## src/hw/rtl/smpq_pkg.sv

```systemverilog
package smpq_pkg;

    // Default number of cells in the chain
    localparam int QUEUE_DEPTH_DEFAULT = 256;

    localparam int PRIO_W  = 32;
    localparam int PAY_W   = 16;
    localparam int COUNT_W = 9;

    typedef enum logic
    {
        ACT_INSERT = 1'b0,
        ACT_REMOVE = 1'b1
    } action_t;

    typedef enum logic [1:0]
    {
        ST_DONE         = 2'd0,
        ST_REMOVE_EMPTY = 2'd1,
        ST_INSERT_FULL  = 2'd2
    } status_t;

    // Request from the producer
    typedef struct packed
    {
        action_t             action;
        logic [PRIO_W-1:0]   priority_req;
        logic [PAY_W-1:0]    payload;
    } req_t;

    // Response to the consumer
    typedef struct packed
    {
        logic [PAY_W-1:0]    out_payload;
        logic [PRIO_W-1:0]   out_priority;
        status_t             status;
        logic                is_empty;
        logic [COUNT_W-1:0]  entry_count;
    } rsp_t;

    // One queue entry as held in a cell
    typedef struct packed
    {
        logic [PRIO_W-1:0]   prio;
        logic [PAY_W-1:0]    payload;
    } entry_t;

    // Broadcast command to every cell
    typedef struct packed
    {
        logic    insert;
        logic    remove;
        entry_t  new_ent;
    } cell_cmd_t;

endpackage

```

## src/hw/rtl/smpq_cell.sv

```systemverilog
module smpq_cell (
    input  logic               clk,
    input  smpq_pkg::cell_cmd_t cmd,
    input  logic               occupied,
    input  smpq_pkg::entry_t   left_ent,
    input  logic               left_keep,
    input  smpq_pkg::entry_t   right_ent,
    output smpq_pkg::entry_t   ent,
    output logic               keep
);
    import smpq_pkg::*;

    entry_t ent_reg;
    entry_t ent_next;

    // Entry stays put on insert when it sorts at or before the new one
    assign keep = occupied && (ent_reg.prio <= cmd.new_ent.prio);
    assign ent  = ent_reg;

    // Insert: keep, take the new entry, or shift in from the left.
    // Remove: shift in from the right.
    always_comb
    begin
        ent_next = ent_reg;
        if (cmd.insert)
        begin
            if (keep)
                ent_next = ent_reg;
            else if (left_keep)
                ent_next = cmd.new_ent;
            else
                ent_next = left_ent;
        end
        else if (cmd.remove)
        begin
            ent_next = right_ent;
        end
    end

    always_ff @(posedge clk)
    begin
        ent_reg <= ent_next;
    end

endmodule

```

## config.mk

```make
export PLATFORM = sky130hd
export DESIGN_NAME = smpq_cell
export DESIGN_NICKNAME = d
export VERILOG_FILES = /design/src/hw/rtl/smpq_pkg.sv /design/src/hw/rtl/smpq_cell.sv
export SDC_FILE = /design/constraint.sdc
export NUM_CORES = 1
export LEC_CHECK = 0
export ABC_AREA = 1
export BUFFER_PORTS_ARGS = -buffer_cell sky130_fd_sc_hd__buf_2
export CORE_MARGIN = 2
export CORE_UTILIZATION = 44
export DETAILED_ROUTE_END_ITERATION = 7
export HOLD_SLACK_MARGIN = 0.03
export PLACE_DENSITY = 0.89
export SLEW_MARGIN = 10
export SYNTH_ARGS = -nofsm -noshare
export SYNTH_HDL_FRONTEND = slang
export SYNTH_SLANG_ARGS = --single-unit
```

## constraint.sdc

```tcl
create_clock -name clk -period 4.3 [get_ports clk]
set_clock_uncertainty 0.05 [all_clocks]
set_input_delay 0.86 -clock clk [delete_from_list [all_inputs] [get_ports clk]]
set_output_delay 0.86 -clock clk [all_outputs]
set_load 0.005 [all_outputs]
```

# Yosys cells after proc, flatten, opt, wreduce, memory -nomap -nowiden
# Index checks and enable logic that the tools add are counted.
# Widths: inputs -> output; s select.
# classes
order_cmp	1
n_eq_ne	1
mux	4
n_reduce_logical	3
# ops
operator	n
$mux 48	4
$le 32x32->1	1
$ne 2x2->1 const B	1
$reduce_and 2->1	1
$reduce_bool 2->1	1
$logic_and 1x1->1	1
# word_totals
register_bits	48
inputBits	149
output_inout_bits	49
word_cells	11

# Logic depth before layout (Yosys ltp)
# Gate-level depths: netlist of run 1.
# depth
ltp_word	4
depth_mapped	17
mapped_depth_nobuf	17

# Worst setup path before layout of run 1
# OpenSTA, ideal clock, no wires.
# synth_timing
path_kind	input port to flip-flop
from	input port cmd[39] (netlist bit)
to	register ent_reg, in the netlist ent[0] (enable)
setup_ns	0.407
arrival_time_ns	2.826
path_slack_ns	1.018
path_stages	12
n_path_buf	0
path_cell_list	inv_1 > ha_1 > nand2_1 > nor2_2 > nand4_1 > nor2_2 > nand2_1 > nand2_1 > nand2_1 > nand2_1 > nand2_1 > nand2_1
# synth_between
elab_chain_len	4
# synth_lines
item	line_no	rtl
start: declaration	smpq_cell.sv:3	input smpq_pkg::cell_cmd_t cmd,
$le 32x32->1	smpq_cell.sv:17	assign keep = occupied && (ent_reg.prio <= cmd.new_ent.prio);
$logic_and 1x1->1	smpq_cell.sv:17	
$ne 2x2->1 (no line)	n/a	
$reduce_and 2->1 (no line)	n/a	
end signal: assignment	smpq_cell.sv:42	ent_reg <= ent_next;
end: declaration	smpq_cell.sv:13	entry_t ent_reg;
# Every way passes these cells.
# A chain may end at the register's enable or synchronous reset.

# Worst setup path in the final report of run 1
# layout_timing
from	input port cmd[21] (netlist bit)
to	output port keep
# layout_between
elab_chain_len	2
# layout_lines
item	line_no	rtl
$le 32x32->1	smpq_cell.sv:17	
$logic_and 1x1->1	smpq_cell.sv:17	
end: declaration	smpq_cell.sv:9	output logic keep
# Every way passes these cells.

==> results of run 1 <==
logic make-up after synthesis:
logic type / share of synthesized area, %
AND/OR/NAND/NOR: 18.3
adder cells (fa/ha/maj): 12.2
flip-flops: 43.9
buffers and inverters: 8.20
AO/OA/AOI/OAI: 17.4
cells in the final DEF (no fill, tap or decap):
cell / n
inv_6: 1
buf_4: 2
edfxtp_1: 48
nand4_1: 2
a21o_1: 1
nor2_1: 56
nand3_1: 2
ha_1: 32
nand2_2: 1
clkbuf_8: 5
o21ai_1: 20
o21a_1: 1
buf_2: 197
nor2_2: 4
buf_12: 1
a21oi_1: 13
clkinv_1: 1
inv_1: 42
nand2_1: 90
inv_2: 1
clkinv_2: 1
o21ai_0: 78
per-layer routing:
layer	vias up	GRT usage [%]	share of wire, %
li1	1749	-	-
met1	1564	27.0	41
met2	158	42.4	52
met3	8	4.17	6.3
met4	0	5.90	1.2
met5	-	0	0
layout make-up:
cell class              instances  area share (%)
inverters                      43            3.66
clock buffers                   5            1.56
multi-input cells             300            35.7
well taps                      99            2.81
flip-flops and latches         48            32.7
repair buffers                200            23.2
clock inverters                 3           0.398
power groups by stage:
stage	registers [uW]	clock network (uW)	logic, uW
2_1_floorplan	617	0	162
3_3_place_gp	612	0	318
3_5_place_dp	615	0	333
4_1_cts	604	277	335
5_1_grt	609	290	380
6_report	604	265	333
per-stage QoR:
step | worst slack, ns | power [uW] | util [%]
final | 1.22 | 1200 | 60.8
after global routing | 1.02 | 1280 | 60.8
after CTS | 1.22 | 1220 | 60.8
after detailed placement | 1.09 | 948 | 59.6
after global placement | 1.13 | 930 | 59.6
after floorplan | 1.02 | 779 | -
critical path: stages:
cell	delay [ns]
buf_2	0.09
inv_1	0.04
ha_1	0.30
a21oi_1	0.16
nor2_1	0.05
nor2_1	0.09
nand2_1	0.07
nand2_1	0.06
nand2_1	0.06
nand2_1	0.06
nand2_1	0.04
nand2_1	0.05
nand2_1	0.06
inv_1	0.07
buf_2	0.11
worst paths after layout:
path                                        start           endpoint  slack (ns)
worst max register to register  ent[23]$_DFFE_PP_  ent[46]$_DFFE_PP_        1.69
worst min register to register  ent[32]$_DFFE_PP_  ent[39]$_DFFE_PP_        1.60
worst max-delay path                      cmd[21]               keep        1.22
worst min-delay path                 right_ent[1]   ent[1]$_DFFE_PP_        0.79
==> flow_summary_export.csv, run 1 <==
group,metric,value,unit
outcome,status,"finished, final reports clean",
timing,finalCritPeriodShare,71.6,%
floorplan,rows,31,
placed_design,placedCellCount,690,
drt,drt_iter0_markers,150,
timing,max_freq,325,MHz
timing,finalSetupTns,0,ns
layout,regArea,1440,um^2
timing,setup_viol,0,
timing,finalHoldViolCount,0,
power_and_ir_drop,pwr-share-clk,22.1,%
min_path,holdPathStages,3,
layout,diodes,0,
floorplan,io_pins,198,
synthesis,synth_most_common_cell,"nand2_1",
worst_setup_path,cp_data_required_time,3.39,ns
layout,postLayoutCellArea,4410,um^2
clocking,clock_tree.root_cell,"clkbuf_8",
power_and_ir_drop,p_leak,0.00227,uW
synthesis,yosysTopAreaCell,"edfxtp_1",
worst_setup_path,worstSetupPathType,"in2out",
global_routing,grt_first_pass_wirelength,15200,um
synthesis,syn_area_per_cell,7.98,um^2
clocking,clkLatencyLatePin,0.29,ns
clocking,hold_buffers,0,
synthesis,synth_nets,592,
synthesis,synth_common_cells,"nand2_1, o21ai_0, nor2_1, edfxtp_1, inv_1",
synthesis,ys_seq_area_share,43.9,%
global_routing,grt_pass1_vias,3367,
drt,vias,3479,
placed_design,io_buffers,197,
power_and_ir_drop,p_sw_share,29.7,%
synthesis,yosys_warnings,0,
floorplan,die_w,90.4,um
floorplan,dieArea,8160,um^2
power_and_ir_drop,pwr-share-seq,50.2,%
clocking,cts_buffer_depth,2,
global_routing,grt_overflow,0,
clocking,cts_setup_buffers,0,
flow_run,drv_cap,0,
worst_setup_path,startpoint_type,"primary input",
placed_design,dpl_cell_area,4320,um^2
clocking,cts_buffers,5,
floorplan,die_h,90.4,um
power_and_ir_drop,ir_drop,0.165,mV
timing,slew_viol_final,0,
placed_design,place_hpwl,7370,um
floorplan,initial_core_util,45.2,%
layout,n_fill_cell,637,
power_and_ir_drop,intPower,845,uW
drt,viasPerCell,4.98,
synthesis,synth-edff-count,48,
layout,syn_to_final_growth,34.3,%
drt,drt_pass1_iterations,4,
power_and_ir_drop,pwr-share-comb,27.7,%
layout,largest_reg_flops,48,
synthesis,synth_cells,411,
global_routing,grt_max_degree,50,
layout,multi_input_area,1570,um^2
timing,rsz0062_at_grt,"false",
synthesis,synthTopCellsByArea,"edfxtp_1, ha_1, o21ai_0",
clocking,htree_levels,2,
worst_setup_path,worst-path-max-fanout,2,
global_routing,antenna_found_initial,0,
clocking,cts_sinks,48,
power_and_ir_drop,cellPowerDensity,273,nW/um^2
drt,ant_nets,0,
placed_design,place_congestion,0.912,
synthesis,ys_ff_latch,48,
synthesis,synth-main-ff-cell,"edfxtp_1",
clocking,cts.clk_slew.worst_paths,0.09,ns
drt,drt_wl_total,9620,um
timing,whs,0.790,ns
layout,instances_no_fill,698,
min_path,hp-class,"in2reg",
floorplan,design.core.area,7250,um^2
global_routing,grt_util_all_layers,22.8,%
synthesis,syn_area,3280,um^2
synthesis,yosysUniqueCellTypes,20,
power_and_ir_drop,p_sw,357,uW
drt,wl_per_cell,13.8,um
layout,post_route_cells_drive_above_1_share,35.6,%
worst_setup_path,arrival,2.17,ns
clocking,cts.repair.resized,0,
layout,finalNetCount,779,
synthesis,async_flop_share,0,%
worst_setup_path,crit_path_end_kind,"output pin",
drt,route.detailed.drc,0,
timing,slew_headroom,42.8,%
worst_setup_path,r2r_cells,14,
timing,worst_slew_pin_slew,0.856,ns
synthesis,synth_top_area_share,43.9,%
clocking,cts_tree,"done",
timing,period_minus_slack,3.08,ns
Note: power is estimated with default switching activity, not from simulation.
==> run 2, diff against run 1 <==
==> constraint.sdc (replaced) <==
create_clock -name clk -period 3 [get_ports clk]
set_clock_uncertainty 0.05 [all_clocks]
set_input_delay 0.6 -clock clk [delete_from_list [all_inputs] [get_ports clk]]
set_output_delay 0.6 -clock clk [all_outputs]
set_load 0.005 [all_outputs]
==> run 2 against run 1 <==
Compared with the run above: combinational power up 45%; total power grew 51%; core utilization increased by 0.50 points; routed wire length is 1.5% higher; first-iteration DRC count increased by 20%; final cell count up 0.29%; setup slack got worse by 0.74 ns; flip-flop and latch count unchanged; clock-buffer cell count rose by 1; global-route usage increased by 0.72 points; clock power increased by 77%; critical path type unchanged.
==> flow_summary_export.csv, run 2 (synthesis results as in run 1) <==
group,metric,value,unit
outcome,status,"finished, final reports clean",
floorplan,initial_core_util,45.2,%
global_routing,grt_first_pass_wirelength,15800,um
clocking,cts_buffer_depth,2,
worst_setup_path,worstSetupPathType,"in2out",
clocking,cts_setup_buffers,0,
worst_setup_path,worst-path-max-fanout,2,
placed_design,place_hpwl,7560,um
worst_setup_path,cp_data_required_time,2.35,ns
drt,viasPerCell,5.08,
floorplan,design.core.area,7250,um^2
drt,wl_met1,3750,um
clocking,cts_sinks,48,
timing,rsz0062_at_grt,"false",
placed_design,io_buffers,197,
layout,diodes,0,
min_path,hp-class,"in2reg",
drt,top_layer,"met4",
clocking,hold_buffers,0,
timing,max_freq,396,MHz
worst_setup_path,startpoint_type,"primary input",
drt,route.detailed.drc,0,
timing,period_minus_slack,2.52,ns
floorplan,io_pins,198,
drt,wl_per_cell,13.9,um
clocking,clock_tree.root_cell,"clkbuf_8",
clocking,cts.clk_slew.worst_paths,0.09,ns
drt,drt_iter0_markers,180,
timing,worst_slew_pin_slew,0.861,ns
layout,largest_reg_flops,48,
clocking,htree_levels,2,
power_and_ir_drop,ir_drop,0.236,mV
floorplan,dieArea,8160,um^2
global_routing,grt_max_degree,49,
drt,wl_met3,714,um
floorplan,die_h,90.4,um
timing,finalCritPeriodShare,84.1,%
global_routing,antenna_found_initial,0,
layout,final_common_cell,"buf_2",
global_routing,grt_overflow,0,
drt,drt_pass1_iterations,4,
layout,post_route_cells_drive_above_1_share,35.8,%
clocking,cts_buffers,5,
power_and_ir_drop,p_leak,0.00229,uW
clocking,cts.repair.resized,0,
layout,utilization,61.3,%
timing,finalSetupTns,0,ns
drt,drt_wl_total,9760,um
layout,n_fill_cell,636,
clocking,cts_tree,"done",
drt,ant_nets,0,
flow_run,drv_cap,0,
layout,syn_to_final_growth,35.4,%
timing,setup_viol,0,
drt,wl_met2,5090,um
global_routing,grt_pass1_vias,3524,
floorplan,rows,31,
drt,vias,3556,
layout,finalNetCount,781,
clocking,clkLatencyLatePin,0.30,ns
timing,slew_headroom,42.5,%
placed_design,place_congestion,0.870,
worst_setup_path,crit_path_end_kind,"output pin",
timing,finalHoldViolCount,0,
power_and_ir_drop,cellPowerDensity,408,nW/um^2
global_routing,grt_util_all_layers,23.5,%
timing,whs,0.529,ns
floorplan,die_w,90.4,um
timing,slew_viol_final,0,
worst_setup_path,arrival,1.87,ns
layout,final_cell_mix,"buf_2, nand2_1, o21ai_0",
==> run 2: changes by cell type in the layout (fill, tap and decap cells not counted) <==
cell       change
buf_4          +2
bufinv_16      +1
clkbuf_1       +1
clkinv_1       -1
inv_6          -1
==> run 2: worst max-delay path: stages <==
cell and delay [ns]:
buf_2 0.09, inv_1 0.04, ha_1 0.30, a21oi_1 0.15, nor2_1 0.05, nor2_1 0.08, nand2_1 0.07, nand2_1 0.06
nand2_1 0.06, nand2_1 0.06, nand2_1 0.04, nand2_1 0.06, nand2_1 0.06, inv_1 0.05, buf_2 0.10
==> run 2: report_power, final <==
group	internal (uW)	switching (uW)
logic	219	262
clock network	248	220
registers	830	32.5
total	1300	515
==> run 2: metrics by stage <==
| stage | cell area [um^2] | power, uW | cells | worst slack [ns] |
|---|---|---|---|---|
| after floorplan | 3280 | 1120 | 411 | 0.432 |
| after global placement | 4340 | 1330 | 692 | 0.429 |
| after detailed placement | 4340 | 1360 | 692 | 0.398 |
| after CTS | 4440 | 1830 | 700 | 0.462 |
| after global routing | 4440 | 1920 | 700 | 0.265 |
| final | 4440 | 1810 | 700 | 0.477 |
==> run 2: final cells by class <==
class                      count  area [um^2]  area share (%)
clock buffer                   6         72.6            1.63
tap                           99          124            2.79
clock inverter                 2         35.0           0.789
inverter                      43          161            3.63
multi-input combinational    300         1570            35.4
timing repair buffer         202         1040            23.3
sequential                    48         1440            32.4
==> run 2: worst paths after layout <==
kind | end | slack, ns | cells after the start | from
max | keep | 0.48 | 15 | cmd[21]
min | ent[14]$_DFFE_PP_ | 0.53 | 3 | right_ent[14]
max reg2reg | ent[2]$_DFFE_PP_ | 0.72 | 16 | ent[19]$_DFFE_PP_
min reg2reg | ent[32]$_DFFE_PP_ | 1.31 | 10 | ent[39]$_DFFE_PP_
==> run 2: routing by layer <==
layer	vias to the layer above	GRT usage (%)
li1	1752	-
met1	1612	26.3
met2	173	44.5
met3	19	4.26
met4	0	8.33
met5	-	0
